===== src/hw/rtl/wvnf_pkg.sv =====
`timescale 1ns / 1ps
`default_nettype none

package wvnf_pkg;

    // Field widths of the items.
    localparam int SUM_W = 32;
    localparam int SQ_W  = 48;
    localparam int STD_W = 24;

    // The window is 18 by 18 pixels.
    localparam int WIN_AREA = 324;
    localparam int AREA_W   = 9;

    // Widths inside the datapath.
    localparam int Q324_W = 58;
    localparam int SSQ_W  = 2 * SUM_W;
    localparam int DIFF_W = 64;
    localparam int RAD_W  = 56;
    localparam int ROOT_W = 44;
    localparam int REM_W  = ROOT_W + 3;

    // Pipeline shape.
    localparam int FRONT_STAGES = 4;
    localparam int SQRT_STEPS   = 2;
    localparam int SQRT_STAGES  = ROOT_W / SQRT_STEPS;
    localparam int DIV_STEPS    = 6;
    localparam int DIV_STAGES   = STD_W / DIV_STEPS;

    localparam logic [STD_W-1:0]  ONE_Q16   = STD_W'(65536);
    localparam logic [STD_W-1:0]  STD_MAX   = '1;
    localparam logic [ROOT_W-1:0] SAT_LIMIT = ROOT_W'(WIN_AREA) << STD_W;
    localparam logic [AREA_W:0]   AREA_DIV  = (AREA_W + 1)'(WIN_AREA);

    typedef struct packed {
        logic [SUM_W-1:0] sum_top_left;
        logic [SUM_W-1:0] sum_top_right;
        logic [SUM_W-1:0] sum_bottom_left;
        logic [SUM_W-1:0] sum_bottom_right;
        logic [SQ_W-1:0]  sq_top_left;
        logic [SQ_W-1:0]  sq_top_right;
        logic [SQ_W-1:0]  sq_bottom_left;
        logic [SQ_W-1:0]  sq_bottom_right;
    } window_t;

    typedef struct packed {
        logic [STD_W-1:0] std_dev_q16;
        logic             variance_was_negative;
    } result_t;

    // State of the digit-by-digit square root.
    typedef struct packed {
        logic              neg;
        logic [RAD_W-1:0]  rad;
        logic [REM_W-1:0]  rem;
        logic [ROOT_W-1:0] root;
    } sqrt_t;

    typedef struct packed {
        logic              neg;
        logic [ROOT_W-1:0] root;
    } root_t;

    // State of the long division by the window area.
    typedef struct packed {
        logic              neg;
        logic              sat;
        logic [AREA_W-1:0] rem;
        logic [STD_W-1:0]  dvd;
        logic [STD_W-1:0]  quot;
    } div_t;

endpackage

`default_nettype wire


===== src/hw/rtl/wvnf_res_if.sv =====
`timescale 1ns / 1ps
`default_nettype none

interface wvnf_res_if;
    logic              valid;
    logic              ready;
    wvnf_pkg::result_t data;

    modport source (output valid, output data, input ready);
    modport sink   (input valid, input data, output ready);
endinterface

`default_nettype wire


===== src/hw/rtl/wvnf_div.sv =====
`timescale 1ns / 1ps
`default_nettype none

module wvnf_div (
    input  wire logic       clk,
    input  wire logic       rst_n,
    input  wvnf_pkg::root_t in_data,
    input  wire logic       in_valid,
    output logic            in_ready,
    wvnf_res_if.source      result
);

    // One quotient bit of the restoring division by the window area.
    function automatic wvnf_pkg::div_t div_step(input wvnf_pkg::div_t x);
        wvnf_pkg::div_t              y;
        logic [wvnf_pkg::AREA_W:0]   r;
        y     = x;
        r     = {x.rem, x.dvd[wvnf_pkg::STD_W-1]};
        y.dvd = {x.dvd[wvnf_pkg::STD_W-2:0], 1'b0};
        if (r >= wvnf_pkg::AREA_DIV)
        begin
            y.rem  = wvnf_pkg::AREA_W'(r - wvnf_pkg::AREA_DIV);
            y.quot = {x.quot[wvnf_pkg::STD_W-2:0], 1'b1};
        end
        else
        begin
            y.rem  = r[wvnf_pkg::AREA_W-1:0];
            y.quot = {x.quot[wvnf_pkg::STD_W-2:0], 1'b0};
        end
        return y;
    endfunction

    logic [wvnf_pkg::DIV_STAGES-1:0] vld_reg;
    logic [wvnf_pkg::DIV_STAGES-1:0] vld_src;
    logic [wvnf_pkg::DIV_STAGES-1:0] en;
    wvnf_pkg::div_t                  prep;
    wvnf_pkg::div_t                  last;
    wvnf_pkg::div_t                  st_reg  [wvnf_pkg::DIV_STAGES];
    wvnf_pkg::div_t                  st_src  [wvnf_pkg::DIV_STAGES];
    wvnf_pkg::div_t                  st_next [wvnf_pkg::DIV_STAGES];

    always_comb
    begin
        for (int i = 0; i < wvnf_pkg::DIV_STAGES; i++)
        begin
            en[i] = result.ready |
                ((~vld_reg & ({wvnf_pkg::DIV_STAGES{1'b1}} << i)) != '0);
        end
    end

    assign vld_src  = {vld_reg[wvnf_pkg::DIV_STAGES-2:0], in_valid};
    assign in_ready = en[0];

    // Below the saturation limit the root's upper bits are already less
    // than the divisor, so they seed the partial remainder directly.
    always_comb
    begin
        prep.neg  = in_data.neg;
        prep.sat  = (in_data.root >= wvnf_pkg::SAT_LIMIT);
        prep.rem  = in_data.root[wvnf_pkg::STD_W+wvnf_pkg::AREA_W-1:wvnf_pkg::STD_W];
        prep.dvd  = in_data.root[wvnf_pkg::STD_W-1:0];
        prep.quot = '0;
    end

    always_comb
    begin
        st_src[0] = prep;
        for (int i = 1; i < wvnf_pkg::DIV_STAGES; i++)
        begin
            st_src[i] = st_reg[i-1];
        end
    end

    always_comb
    begin
        wvnf_pkg::div_t tmp;
        for (int i = 0; i < wvnf_pkg::DIV_STAGES; i++)
        begin
            tmp = st_src[i];
            for (int b = 0; b < wvnf_pkg::DIV_STEPS; b++)
            begin
                tmp = div_step(tmp);
            end
            st_next[i] = tmp;
        end
    end

    always_ff @(posedge clk or negedge rst_n)
    begin
        if (!rst_n)
        begin
            vld_reg <= '0;
        end
        else
        begin
            for (int i = 0; i < wvnf_pkg::DIV_STAGES; i++)
            begin
                if (en[i])
                begin
                    vld_reg[i] <= vld_src[i];
                end
            end
        end
    end

    always_ff @(posedge clk)
    begin
        for (int i = 0; i < wvnf_pkg::DIV_STAGES; i++)
        begin
            if (en[i])
            begin
                st_reg[i] <= st_next[i];
            end
        end
    end

    assign last         = st_reg[wvnf_pkg::DIV_STAGES-1];
    assign result.valid = vld_reg[wvnf_pkg::DIV_STAGES-1];

    always_comb
    begin
        result.data.variance_was_negative = last.neg;
        if (last.neg)
        begin
            result.data.std_dev_q16 = wvnf_pkg::ONE_Q16;
        end
        else if (last.sat)
        begin
            result.data.std_dev_q16 = wvnf_pkg::STD_MAX;
        end
        else
        begin
            result.data.std_dev_q16 = last.quot;
        end
    end

endmodule

`default_nettype wire


===== src/flat_wrapper.sv =====
// flat-port wrapper written by rule: the top's interface ports become plain ports
module wvnf_div_flat 
  (clk, rst_n, in_data, in_valid, in_ready, result_valid, result_data, result_ready);
  wvnf_res_if result_i ();
  input  wire logic clk;
  input  wire logic rst_n;
  input  wvnf_pkg::root_t in_data;
  input  wire logic in_valid;
  output logic in_ready;
  output wire logic [$bits(result_i.valid)-1:0] result_valid;
  output wire logic [$bits(result_i.data)-1:0] result_data;
  input wire logic [$bits(result_i.ready)-1:0] result_ready;
  assign result_valid = result_i.valid;
  assign result_data = result_i.data;
  assign result_i.ready = result_ready;
  wvnf_div u_core (.clk(clk), .rst_n(rst_n), .in_data(in_data), .in_valid(in_valid), .in_ready(in_ready), .result(result_i));
endmodule

===== config.mk =====
export PLATFORM = sky130hd
export DESIGN_NAME = wvnf_div_flat
export DESIGN_NICKNAME = d
export VERILOG_FILES = /design/src/hw/rtl/wvnf_pkg.sv /design/src/hw/rtl/wvnf_res_if.sv /design/src/hw/rtl/wvnf_div.sv /design/src/flat_wrapper.sv
export SDC_FILE = /design/constraint.sdc
export NUM_CORES = 1
export LEC_CHECK = 0
export BUFFER_PORTS_ARGS = -buffer_cell sky130_fd_sc_hd__buf_2
export CAP_MARGIN = 20
export CORE_MARGIN = 5
export CORE_UTILIZATION = 51
export DETAILED_ROUTE_END_ITERATION = 10
export GPL_TIMING_DRIVEN = 0
export HOLD_SLACK_MARGIN = 0.06
export PLACE_DENSITY = 0.78
export SYNTH_ARGS = -nofsm -noshare
export SYNTH_HDL_FRONTEND = slang
export SYNTH_SLANG_ARGS = --single-unit

===== constraint.sdc =====
create_clock -name clk -period 19.6 [get_ports clk]
set_clock_uncertainty 0.2 [all_clocks]
set_input_delay 1.96 -clock clk [delete_from_list [all_inputs] [get_ports clk]]
set_output_delay 1.96 -clock clk [all_outputs]
set_load 0.05 [all_outputs]

**Yosys cells after proc, flatten, opt, wreduce, memory -nomap -nowiden**

Memory sizes are Yosys's and may differ from the RTL's.
Index checks and enable logic that the tools add are counted.

- Register bits after elaboration: 4
- Memory bits (writable): 212
- Input bits: 49
- Output and inout port bits: 27
- Word-level logic and storage cells: 120
- Memories kept: 1

Memories:

| memory | words | width | read ports | clocked after memory_dff | write ports | RTL line | text |
|---|---|---|---|---|---|---|---|
| u_core.st_reg | 4 | 53 | 4 | 0 | 4 | wvnf_div.sv:38 | `wvnf_pkg::div_t st_reg [wvnf_pkg::DIV_STAGES];` |

- $add $sub $neg: 24
- Order comparisons: 25
- Multiplexer cells: 58
- Bitwise logic cells: 5
- Reduce and logical (&&, ||, !) cells: 3

Operators with widths:

| operator | count |
|---|---|
| 10-bit by 9-bit >= comparator with 1-bit output, second input constant | 24 |
| 9-bit two-way mux | 24 |
| 9-bit subtractor, second input constant | 24 |
| 24-bit two-way mux | 2 |
| 44-bit by 33-bit >= comparator with 1-bit output, second input constant | 1 |
| 1-bit two-way mux | 32 |
| 4-bit nonzero test | 3 |
| 4-bit inverter | 1 |
| 1-bit bitwise OR | 4 |

**Depth between registers and ports, before layout**

An unclocked memory read counts as a cell.

- Word-level depth: 13
- Depth in mapped cells: 48
- Mapped depth without buffers: 47

**Worst setup path before layout**

No wires, ideal clock.

- Kind: in2reg
- Start point: input port in_data[25] (netlist bit)
- End point: memory u_core.st_reg[0][47] (netlist bit) (data pin)
- Setup time: 0.263 ns
- Arrival: 9.912 ns
- Data required time: 19.137 ns
- Path slack: 9.225 ns
- Stages: 47
- Buffers on the path: 1
- Cell sequence: inv_1 -> ha_1 -> or4b_4 -> o211a_1 -> nor2_1 -> xnor2_1 -> ha_1 -> inv_1 -> or3_1 -> nor3_1 -> a222oi_1 -> o21ai_1 -> nand2_1 -> xnor2_1 -> inv_1 -> ha_1 -> inv_1 -> a31oi_1 -> [... 11 more ...] -> mux2_2 -> o21ai_0 -> o41a_1 -> buf_4 -> xnor2_1 -> ha_1 -> o311ai_0 -> nand3b_1 -> mux2i_1 -> o41a_1 -> xnor2_1 -> ha_1 -> nand2_1 -> nand2_1 -> o22ai_1 -> a22oi_4 -> nand3_1 -> xor2_1

RTL lines:

| element | RTL line | text |
|---|---|---|
| start, declared | flat_wrapper.sv:7 | `input wvnf_pkg::root_t in_data;` |
| end, declared | wvnf_div.sv:38 |  |

==> summary.md <==
Run status
• outcome: finished, final reports clean

Cells and area
• FILL cells: 1958
• max reg flops: 128
• share of cells above drive strength 1: 0.1463
• most used cells in the layout excluding fill and tap cells: sky130_fd_sc_hd__edfxtp_1 (128), sky130_fd_sc_hd__nor2_1 (124), sky130_fd_sc_hd__nand2_1 (108)
• area of the multi-input gates: 7407 µm²
• Final Instance Count excl. Fillers: 1721
• Net count, final: 1498
• most common library cell in the layout ignoring fill and taps: sky130_fd_sc_hd__edfxtp_1
• share of the core filled with cells in the final layout: 0.5792
• layout-stage area growth over the synthesis result: 11.36%
• flip-flop and latch area: 3944 µm²

Clock network
• library cell used as clock root buffer: sky130_fd_sc_hd__clkbuf_16
• quantity of hold-fixing buffers added after cts: 0
• clock tree from TritonCTS: done
• CTS buffer count: 17
• clock latency at the later pin of the worst-skew pair: 0.42 ns
• maximum clock insertion buffer count: 2
• clock sink count: 132
• post-CTS setup repair buffer count: 0
• number of H-tree levels: 4
• CTS clock-pin slew for the worst setup and hold paths: 0.06 ns
• post-cts sizing count: 0

Timing
• count of final hold-check violations: 0
• sum of negative setup slack: 0 ns
• maximum clock frequency: 0.08466 GHz
• Tightest Pin Transition: 0.8901 ns
• unrepaired setup endpoints after global routing: false
• worst slew slack as a fraction of its limit: 0.4045
• final critical-path required period: 11.81 ns
• Setup Viol. Count Final: 0
• final worst-path cycle share: 0.6026
• final count of pins violating max slew: 0

Global routing
• GR Util All Layers: 0.2146
• vias in the first global route: 9883
• number of antenna violations at the first check in global routing: 0
• pin count of the biggest net entering global routing: 36
• residual overflow from global routing: 0
• global-route wire length before repair: 47380 µm

Synth
• cell type contributing the most total cell area after synthesis: sky130_fd_sc_hd__edfxtp_1
• commonest register cell after synthesis: sky130_fd_sc_hd__edfxtp_1
• main area contributors after synthesis: sky130_fd_sc_hd__edfxtp_1 (33%), sky130_fd_sc_hd__mux2i_1 (4.3%), sky130_fd_sc_hd__nor2_1 (3.9%), sky130_fd_sc_hd__xnor2_1 (3.5%), sky130_fd_sc_hd__nand2_1 (3.5%)
• number of distinct library cell variants in the gate-level netlist after synthesis: 112
• share of synthesized area occupied by flip-flops and latches: 0.3339
• share of flip-flops with an asynchronous set or reset: 0.03030
• number of flops mapped to enable cells by yosys: 128
• synthesized area per cell: 8.887 µm²
• Syn Inst Count: 1329
• number of nets in the synthesized netlist: 1405
• share of the synthesized area in the top cell type: 0.3254
• #FFs+latches synth: 132
• number of warning messages in the yosys log: 0
• area of the mapped netlist: 11810 µm²

Routing
• via count: 10870
• per-cell routed wire length: 16.79 µm
• DRC viols: 0
• final WL: 28890 µm
• Iteration-0 DRC Markers: 979
• vias per inst: 6.317
• DRT Pass-1 Iters: 6
• Final ANT Viol Nets: 0

Run
• total of max-cap violations: 0

Worst hold path
• Hold Path Sink: u_core.st_reg[2][16]
• Worst Hold Launch: u_core.st_reg[1][10]
• number of cells traversed by the worst hold path: 0
• Hold Path Class: flip-flop to flip-flop

Critical path
• Startpoint Class: primary input
• CP endpoint kind: flip-flop
• Worst Path Class, Setup: primary input to flip-flop
• logic depth of the worst register-to-register path: 43
• delay of the slowest critical-path stage: 0.53 ns
• worst reg2reg startpoint: u_core.st_reg[0][43]
• Max FO, Critical Path: 9
• CP max-delay cell: sky130_fd_sc_hd__or4b_4
• critical path arrival: 11.77 ns
• worst endpoint required time: 19.56 ns
• worst-case register-to-register setup slack: 8.78 ns
• FF-to-FF End: u_core.st_reg[1][45]

Die
• Starting Density: 0.5201
• die span in y: 162.2 µm
• Top-Level Pins: 76
• Die Width: 162.2 µm
• Cell Rows: 55
• Die ar.: 26300 µm²
• core area: 22710 µm²

Placed design
• Final HPWL DP: 22050 µm
• count of input and output buffers: 70
• number of placed instances, taps included: 1687
• GP Congestion: 0.9103

[area by class of cell]
class / count / area share
Multi-Input combinational cell: 1081 / 0.5632
Inverter: 71 / 0.02026
Antenna cell: 1 / 0.0001903
Clock inverter: 15 / 0.008276
Clock buffer: 17 / 0.03234
Buffer: 45 / 0.01532
Tap cell: 285 / 0.02711
Sequential cell: 132 / 0.2998
Timing Repair Buffer: 74 / 0.03349
[per-layer routing]
| layer | track usage | wire length, µm | up-vias |
|---|---|---|---|
| li1 | - | - | 5323 |
| met5 | 0 | 0 | - |
| met1 | 0.2843 | 12870 | 5149 |
| met3 | 0.03324 | 1428 | 45 |
| met4 | 0.06767 | 636 | 0 |
| met2 | 0.3624 | 13960 | 354 |
[per-stage QoR]
stage                     hold slack (ns)  instance area [µm²]  worst slack, ns
after global routing               0.2206                13150            6.985
final                              0.2133                13150            7.788
after detailed placement           0.2045                12590            7.599
after floorplan                    0.2003                11810            9.225
after global placement             0.2006                12520            7.758
after CTS                          0.2081                13120            7.992
[cells in the mapped netlist, drive strengths merged (18+ instances only)]
master	instances
mux2i	53
edfxtp	128
xnor2	47
clkbuf	29
a211oi	25
nor4	18
nand4	21
o21ai	74
ha	27
nand2b	25
o31ai	18
nor3	36
mux2	22
inv	68
a21o	19
and2	18
nand2	110
a31oi	18
nor2	126
a21oi	68
nand3	44
[worst max path at each step]
stage                            from                   end  slack [ns]  cells after the start
final                     in_data[25]  u_core.st_reg[0][47]        7.79                     48
after global routing      in_data[25]  u_core.st_reg[0][49]        6.99                     48
after CTS                 in_data[25]  u_core.st_reg[0][47]        7.99                     48
after detailed placement  in_data[25]  u_core.st_reg[0][47]        7.60                     48
after global placement    in_data[25]  u_core.st_reg[0][49]        7.76                     47
after floorplan           in_data[25]  u_core.st_reg[0][47]        9.22                     47
[logic make-up (layout without fill, tap and decap cells)]
kind of cell	count (synthesis)	count (layout)	share of synthesized area
compound gates	423	423	0.2694
simple gates	492	492	0.2142
fa+ha+maj	27	27	0.02860
other cells	0	1	0
buf+inv	116	222	0.03962
xor+xnor	64	64	0.04746
mux	75	75	0.06684
flops	132	132	0.3339
[worst max-delay path: cells and delay by family]
kind	cells	cell delay [ns]
compound gates	14	2.95
buf+inv	8	0.95
fa+ha+maj	6	1.55
xor+xnor	6	1.26
simple gates	12	2.58
mux	2	0.47
Power is not shown: default switching activity piles up to over one toggle a cycle in this logic, so the estimate is an artifact.
