<file path="src/hw/rtl/wvnf_pkg.sv">
`timescale 1ns / 1ps
`default_nettype none

package wvnf_pkg;

    // Field widths of the items.
    localparam int SUM_W = 32;
    localparam int SQ_W  = 48;
    localparam int STD_W = 24;

    // The window is 18 by 18 pixels.
    localparam int WIN_AREA = 324;
    localparam int AREA_W   = 9;

    // Widths inside the datapath.
    localparam int Q324_W = 58;
    localparam int SSQ_W  = 2 * SUM_W;
    localparam int DIFF_W = 64;
    localparam int RAD_W  = 56;
    localparam int ROOT_W = 44;
    localparam int REM_W  = ROOT_W + 3;

    // Pipeline shape.
    localparam int FRONT_STAGES = 4;
    localparam int SQRT_STEPS   = 2;
    localparam int SQRT_STAGES  = ROOT_W / SQRT_STEPS;
    localparam int DIV_STEPS    = 6;
    localparam int DIV_STAGES   = STD_W / DIV_STEPS;

    localparam logic [STD_W-1:0]  ONE_Q16   = STD_W'(65536);
    localparam logic [STD_W-1:0]  STD_MAX   = '1;
    localparam logic [ROOT_W-1:0] SAT_LIMIT = ROOT_W'(WIN_AREA) << STD_W;
    localparam logic [AREA_W:0]   AREA_DIV  = (AREA_W + 1)'(WIN_AREA);

    typedef struct packed {
        logic [SUM_W-1:0] sum_top_left;
        logic [SUM_W-1:0] sum_top_right;
        logic [SUM_W-1:0] sum_bottom_left;
        logic [SUM_W-1:0] sum_bottom_right;
        logic [SQ_W-1:0]  sq_top_left;
        logic [SQ_W-1:0]  sq_top_right;
        logic [SQ_W-1:0]  sq_bottom_left;
        logic [SQ_W-1:0]  sq_bottom_right;
    } window_t;

    typedef struct packed {
        logic [STD_W-1:0] std_dev_q16;
        logic             variance_was_negative;
    } result_t;

    // State of the digit-by-digit square root.
    typedef struct packed {
        logic              neg;
        logic [RAD_W-1:0]  rad;
        logic [REM_W-1:0]  rem;
        logic [ROOT_W-1:0] root;
    } sqrt_t;

    typedef struct packed {
        logic              neg;
        logic [ROOT_W-1:0] root;
    } root_t;

    // State of the long division by the window area.
    typedef struct packed {
        logic              neg;
        logic              sat;
        logic [AREA_W-1:0] rem;
        logic [STD_W-1:0]  dvd;
        logic [STD_W-1:0]  quot;
    } div_t;

endpackage

`default_nettype wire

</file>
<file path="src/hw/rtl/wvnf_win_if.sv">
`timescale 1ns / 1ps
`default_nettype none

interface wvnf_win_if;
    logic              valid;
    logic              ready;
    wvnf_pkg::window_t data;

    modport source (output valid, output data, input ready);
    modport sink   (input valid, input data, output ready);
endinterface

`default_nettype wire

</file>
<file path="src/hw/rtl/wvnf_front.sv">
`timescale 1ns / 1ps
`default_nettype none

module wvnf_front (
    input  wire logic       clk,
    input  wire logic       rst_n,
    wvnf_win_if.sink        window,
    output wvnf_pkg::sqrt_t sq_data,
    output logic            sq_valid,
    input  wire logic       sq_ready
);

    logic [wvnf_pkg::FRONT_STAGES-1:0] vld_reg;
    logic [wvnf_pkg::FRONT_STAGES-1:0] vld_src;
    logic [wvnf_pkg::FRONT_STAGES-1:0] en;

    logic [wvnf_pkg::SUM_W-1:0]  s_next, s_reg;
    logic [wvnf_pkg::SQ_W-1:0]   q_next, q_reg;
    logic [wvnf_pkg::SUM_W-1:0]  sabs_next, sabs_reg;
    logic [wvnf_pkg::Q324_W-1:0] q324_next, q324_reg, q324b_reg;
    logic [wvnf_pkg::SSQ_W-1:0]  ssq_next, ssq_reg;
    logic [wvnf_pkg::DIFF_W-1:0] diff_next;
    logic                        neg_reg;
    logic [wvnf_pkg::RAD_W-1:0]  rad_reg;

    // A stage may load when it or any stage after it is empty, or the
    // consumer takes an item.
    always_comb
    begin
        for (int i = 0; i < wvnf_pkg::FRONT_STAGES; i++)
        begin
            en[i] = sq_ready |
                ((~vld_reg & ({wvnf_pkg::FRONT_STAGES{1'b1}} << i)) != '0);
        end
    end

    assign vld_src      = {vld_reg[wvnf_pkg::FRONT_STAGES-2:0], window.valid};
    assign window.ready = en[0];

    always_ff @(posedge clk or negedge rst_n)
    begin
        if (!rst_n)
        begin
            vld_reg <= '0;
        end
        else
        begin
            for (int i = 0; i < wvnf_pkg::FRONT_STAGES; i++)
            begin
                if (en[i])
                begin
                    vld_reg[i] <= vld_src[i];
                end
            end
        end
    end

    // Box sums wrap at their own widths.
    assign s_next = window.data.sum_top_left - window.data.sum_top_right
                  - window.data.sum_bottom_left + window.data.sum_bottom_right;
    assign q_next = window.data.sq_top_left - window.data.sq_top_right
                  - window.data.sq_bottom_left + window.data.sq_bottom_right;

    // The magnitude of the most negative sum still fits unsigned.
    assign sabs_next = s_reg[wvnf_pkg::SUM_W-1] ? (~s_reg + wvnf_pkg::SUM_W'(1)) : s_reg;
    assign q324_next = wvnf_pkg::Q324_W'($signed(q_reg))
                     * wvnf_pkg::Q324_W'(wvnf_pkg::WIN_AREA);

    assign ssq_next  = wvnf_pkg::SSQ_W'(sabs_reg) * wvnf_pkg::SSQ_W'(sabs_reg);

    assign diff_next = wvnf_pkg::DIFF_W'($signed(q324b_reg)) - ssq_reg;

    always_ff @(posedge clk)
    begin
        if (en[0])
        begin
            s_reg <= s_next;
            q_reg <= q_next;
        end
        if (en[1])
        begin
            sabs_reg <= sabs_next;
            q324_reg <= q324_next;
        end
        if (en[2])
        begin
            ssq_reg   <= ssq_next;
            q324b_reg <= q324_reg;
        end
        if (en[3])
        begin
            neg_reg <= diff_next[wvnf_pkg::DIFF_W-1];
            rad_reg <= diff_next[wvnf_pkg::RAD_W-1:0];
        end
    end

    assign sq_valid     = vld_reg[wvnf_pkg::FRONT_STAGES-1];
    assign sq_data.neg  = neg_reg;
    assign sq_data.rad  = rad_reg;
    assign sq_data.rem  = '0;
    assign sq_data.root = '0;

endmodule

`default_nettype wire

</file>
<file path="src/flat_wrapper.sv">
// flat-port wrapper written by rule: the top's interface ports become plain ports
module wvnf_front_flat 
  (clk, rst_n, sq_data, sq_valid, sq_ready, window_valid, window_data, window_ready);
  wvnf_win_if window_i ();
  input  wire logic clk;
  input  wire logic rst_n;
  output wvnf_pkg::sqrt_t sq_data;
  output logic sq_valid;
  input  wire logic sq_ready;
  input wire logic [$bits(window_i.valid)-1:0] window_valid;
  input wire logic [$bits(window_i.data)-1:0] window_data;
  output wire logic [$bits(window_i.ready)-1:0] window_ready;
  assign window_i.valid = window_valid;
  assign window_i.data = window_data;
  assign window_ready = window_i.ready;
  wvnf_front u_core (.clk(clk), .rst_n(rst_n), .window(window_i), .sq_data(sq_data), .sq_valid(sq_valid), .sq_ready(sq_ready));
endmodule
</file>
<file path="config.mk">
export PLATFORM = sky130hd
export DESIGN_NAME = wvnf_front_flat
export DESIGN_NICKNAME = d
export VERILOG_FILES = /design/src/hw/rtl/wvnf_pkg.sv /design/src/hw/rtl/wvnf_win_if.sv /design/src/hw/rtl/wvnf_front.sv /design/src/flat_wrapper.sv
export SDC_FILE = /design/constraint.sdc
export NUM_CORES = 2
export LEC_CHECK = 0
export BUFFER_PORTS_ARGS = -buffer_cell sky130_fd_sc_hd__buf_2
export CORE_MARGIN = 2
export CORE_UTILIZATION = 40
export DETAILED_ROUTE_END_ITERATION = 16
export SLEW_MARGIN = 10
export SYNTH_ARGS = -nofsm -noshare
export SYNTH_HDL_FRONTEND = slang
export SYNTH_SLANG_ARGS = --single-unit
</file>
<file path="constraint.sdc">
create_clock -name clk -period 8.1 [get_ports clk]
set_clock_uncertainty 0.05 [all_clocks]
set_input_delay 0.405 -clock clk [delete_from_list [all_inputs] [get_ports clk]]
set_output_delay 0.405 -clock clk [all_outputs]
set_load 0.01 [all_outputs]
</file>
### Yosys cells after proc, flatten, opt, wreduce, memory -nomap -nowiden

Cells that the tools add are included.

* register bits after elaboration: 349
* latch bits: 0
* bits in writable memories: 0
* ROM bits: 0
* input bits: 324
* output and inout bits: 150
* logic and storage cells: 33
* memories: 0

* add/subtract/negate cells: 8
* multiply operators: 2
* div/mod/pow operators: 0
* magnitude comparators: 0
* eq/ne operators: 0
* shifts and indexed selects: 0
* muxes and demuxes: 1
* bitwise gates (word level): 6
* reductions and logical operators: 3

Operator list (number)
* $sub A48 B48 Y48: 2
* $mul A32 B32 Y64: 1
* $sub A32 B32 Y32: 2
* $sub A64 B64 Y64: 1
* $mul A48 B8 Y56 const B: 1
* $add A48 B48 Y48: 1
* $add A32 B1 Y32 const B: 1
* $add A32 B32 Y32: 1
* $not A32 Y32: 1
* $mux W31: 1
* $reduce_bool A4 Y1: 3
* $not A4 Y4: 1
* $or A1 B1 Y1: 4

### Logic depth before layout (Yosys ltp)

* word-level depth: 3
* gate-level depth with buffers: 30
* depth with buffers taken out: 27

### Least setup slack after synthesis

Ideal clock, no wire load.

* path type: register -> register
* start point: reg u_core.sabs_reg[13] (netlist name)
* end point: reg u_core.ssq_reg[61] (netlist name), data pin
* setup time: 0.270 ns
* arrival time: 7.456 ns
* required time: 7.780 ns
* slack: 0.324 ns
* cell stages (with the launch flop): 29
* buffers on the path: 2
* period minus slack after synthesis: 7.776 ns
* cells stage by stage: edfxtp_1 -> clkbuf_1 -> clkbuf_1 -> and2_1 -> fa_1 -> inv_1 -> fa_1 -> inv_1 -> fa_1 -> inv_1 -> fa_1 -> inv_1 -> fa_1 -> fa_1 -> fa_1 -> inv_1 -> fa_1 -> inv_1 -> ha_1 -> and3_2 -> nand2_1 -> a211oi_1 -> nor2_1 -> or4_1 -> o21ai_2 -> a221o_2 -> a21oi_2 -> a311oi_1 -> xor2_1

* cells in the longest elaborated chain, start to end: 1

Ends and longest elaborated chain
* start: declaration: line wvnf_front.sv:19 `logic [wvnf_pkg::SUM_W-1:0] sabs_next, sabs_reg;`
* start signal: assignment: line wvnf_front.sv:82 `sabs_reg <= sabs_next;`
* $mul A32 B32 Y64: line wvnf_front.sv:69 `assign ssq_next = wvnf_pkg::SSQ_W'(sabs_reg) * wvnf_pkg::SSQ_W'(sabs_reg);`
* net u_core.ssq_next, one bit: line wvnf_front.sv:21 `logic [wvnf_pkg::SSQ_W-1:0] ssq_next, ssq_reg;`
* end signal: assignment: line wvnf_front.sv:87 `ssq_reg <= ssq_next;`
* end: declaration: line wvnf_front.sv:21

The timed path passes the listed nets, and every way through them passes these cells.
A chain may end at the register's enable or synchronous reset.

### Worst setup path after layout

* start point: reg u_core.sabs_reg[10] (netlist name)
* end point: reg u_core.ssq_reg[63] (netlist name), data pin

Same word-level chain as after synthesis.

==> impl_results.md <==
- Worst reg2reg path endpoint: u_core.ssq_reg[63]$_DFFE_PP_
- Post-synthesis instance area: 0.05832 mm²
- CP startpoint: u_core.sabs_reg[10]$_DFFE_PP_
- Max FFs per register: 63
- Starting density of the core: 0.4016
- Maximum number of pins on one net before global-route repair: 76
- Layout cell share with drive strength beyond 1: 0.1412
- Hold Slack: 0.06562 ns
- Number of failing setup endpoints in the final timing report: 0
- Synth top area cells: sky130_fd_sc_hd__fa_1, sky130_fd_sc_hd__edfxtp_1, sky130_fd_sc_hd__ha_1
- Synth cell count leaders: sky130_fd_sc_hd__inv_1, sky130_fd_sc_hd__fa_1, sky130_fd_sc_hd__ha_1, sky130_fd_sc_hd__nand2_1, sky130_fd_sc_hd__edfxtp_1
- Iteration-0 DRC count of the detailed router: 2039
- Number of inserted filler cells in the final layout: 13820
- Post-synthesis instance total: 5904
- Number of endpoints with negative hold slack in the final report: 0
- Die outline area: 0.1489 mm²
- DR DRC count: 0
- Clock tree root driver cell: sky130_fd_sc_hd__clkbuf_16
- Worst hold path type: in2async
- Mean number of vias per cell: 4.878
- P&R area growth vs syn: 13.97%
- Most repeated cell in the gate-level netlist after synthesis: sky130_fd_sc_hd__inv_1
- Count of flip-flops with a built-in enable after synthesis: 343
- Post-detailed-route wirelength per cell: 17.39 µm
- X dimension of the die: 385.9 µm
- Avg Inst Size Synth: 9.879 µm²
- Share of async-settable or async-resettable flops after synthesis: 0.01153
- First-pass DRT Iterations: 5
- Antenna-violating nets left: 0
- Routed Wire Length: 147500 µm
- Routability cong.: 0.8944
- Core Region: 0.1452 mm²
- TritonCTS Sinks: 347
- Routed length on met2: 72330 µm
- Cell type with the largest total area after synthesis: sky130_fd_sc_hd__fa_1
- Number of buffers inserted during clock tree synthesis: 43
- First-pass GRT wire length: 238900 µm
- Most used cell, CP: sky130_fd_sc_hd__fa_1
- Predominant post-synthesis flop cell: sky130_fd_sc_hd__edfxtp_1
- Critical path launch point type: register
- Pre-CTS setup slack: -0.02123 ns
- Max-cap violations: 0
- Vertical extent of the die: 385.9 µm
- Half-perimeter wire length after placement: 128400 µm
- Outcome: complete, no violations
- Least-Margin Pin Slew: 0.9815 ns
- Clock input transition at the sequential cells of the worst setup and hold paths: 0.07 ns
- Capture point of the critical path: u_core.ssq_reg[63]$_DFFE_PP_
- Footprint of the multi-input gates: 0.04168 mm²
- Yosys warnings: 0
- Rel. slew slack: 0.3457
- R2r setup slk: 0.24 ns
- Arrival time of the worst setup path: 8.16 ns
- Crit path kind: reg2reg
- Final worst-path cycle share: 0.9698
- Highest layer used for signal routing: met4
- Via count of the first global-routing pass: 45030
- Distinct cell type count of the synthesized netlist: 91
- Portion of synthesized cell area occupied by the leading cell type: 0.3412
- Category of the worst setup path capture point: register
- Skew-Pair Late Insertion Delay: 0.62 ns
- Slowest cell on the critical path: sky130_fd_sc_hd__fa_1
- Critical R2R Launch: u_core.sabs_reg[10]$_DFFE_PP_
- Met3 WL: 6367 µm
- All-layer global routing usage: 0.2040
- CP peak stage delay: 0.64 ns
- Maximum achievable frequency: 0.1273 GHz
- Number of rows in the core area: 140
- Clock tree from TritonCTS: done
- Required time of the critical path: 8.40 ns
- Total grt overflow: 0
- R2R depth: 28
- IO Pins: 474
- Number of pins with negative max-slew slack in the final report: 0
- Via Count: 41380
- Count of buffers inserted at the top-level ports: 382
- Min Tclk post-route: 7.855 ns
- Max Fanout on Critical Path: 10
- Share of the yosys chip area belonging to registers: 0.1783
- Antenna violations before repair: 2
- Buffer depth of the longest clock path: 3
- Final worst-path setup slack: 0.2446 ns
- Register area: 0.01040 mm²
- Final core utilization: 0.4578
- Number of register bits inferred by synthesis: 347
- Number of nets at the end of the flow: 8440
- Wire length on met1: 65130 µm
- Clock H-tree levels: 2
## through the flow
stage | instances | cell area [µm²] | TNS [ns]
5_1_grt | 8483 | 66470 | -0.08539
3_3_place_gp | 8396 | 64620 | 0
4_1_cts | 8473 | 66110 | 0
6_report | 8483 | 66470 | 0
3_5_place_dp | 8396 | 64620 | -0.02123
2_1_floorplan | 5994 | 58660 | 0
## cell type report
type                    count  area share
well taps                1917     0.03608
repair buffers            753     0.07476
multi-input cells        3913      0.6271
diodes                      2  0.00007529
clock buffers              46     0.01636
clock inverters            30    0.005910
flip-flops and latches    347      0.1565
inverters                1475     0.08329
## cell usage in the layout (no fill, tap or decap), types with 44 or more instances in the layout
master / count
sky130_fd_sc_hd__a21o_1: 162
sky130_fd_sc_hd__a21oi_1: 227
sky130_fd_sc_hd__and2_1: 245
sky130_fd_sc_hd__buf_2: 382
sky130_fd_sc_hd__buf_4: 347
sky130_fd_sc_hd__conb_1: 91
sky130_fd_sc_hd__edfxtp_1: 343
sky130_fd_sc_hd__fa_1: 988
sky130_fd_sc_hd__ha_1: 581
sky130_fd_sc_hd__inv_1: 1474
sky130_fd_sc_hd__nand2_1: 404
sky130_fd_sc_hd__nand3_1: 51
sky130_fd_sc_hd__nand4_1: 51
sky130_fd_sc_hd__nor2_1: 143
sky130_fd_sc_hd__o21ai_0: 125
sky130_fd_sc_hd__o21bai_1: 44
sky130_fd_sc_hd__xnor2_1: 197
sky130_fd_sc_hd__xor2_1: 115
## how the worst min path moves through the flow
stage | startpoint | endpoint | slack (ns) | cells past startpoint
6_report | rst_n | u_core.vld_reg[1]$_DFFE_PN0P_ | 0.07 | 2
5_1_grt | rst_n | u_core.vld_reg[0]$_DFFE_PN0P_ | 0.09 | 2
2_1_floorplan | rst_n | u_core.vld_reg[0]$_DFFE_PN0P_ | 0.06 | 0
4_1_cts | rst_n | u_core.vld_reg[1]$_DFFE_PN0P_ | 0.02 | 2
3_5_place_dp | rst_n | u_core.vld_reg[3]$_DFFE_PN0P_ | 0.17 | 1
3_3_place_gp | rst_n | u_core.vld_reg[3]$_DFFE_PN0P_ | 0.17 | 1
## critical path, delay by kind of cell (launching register included)
family,cells,cell delay [ns]
xor gates and xnor gates,1,0.13
adders and majority gates,9,4.07
buffers and inverters,8,0.97
and+or+nand+nor,5,1.28
DFF,1,0.36
AOI/OAI and AO/OA,5,0.77
## metal layers
| layer | vias up | track usage |
|---|---|---|
| met5 | - | 0 |
| met4 | 0 | 0.04986 |
| met3 | 197 | 0.02204 |
| met2 | 913 | 0.3551 |
| met1 | 20600 | 0.2711 |
| li1 | 19670 | - |
## kinds of logic after synthesis
| logic type | count (synthesis) | synth area share |
|---|---|---|
| buf+inv | 1734 | 0.1182 |
| fa+ha+maj | 1583 | 0.4675 |
| simple gates | 1095 | 0.09351 |
| compound gates | 826 | 0.09452 |
| flops | 347 | 0.1783 |
| xor+xnor | 313 | 0.04700 |
| mux | 5 | 0.0008796 |
| other cells | 1 | 0.00006430 |
## repair_timing
action	in CTS	in global routing
cloned	0	0
hold endpoints to repair	4	0
pin swaps	0	24
hold buffers	1	0
setup buffers	0	8
resized for setup	1	60
setup endpoints to repair	1	24
Power is left out: the tool's default activity adds up to more than one toggle a clock period on the data nets, which glitch-free logic cannot reach.
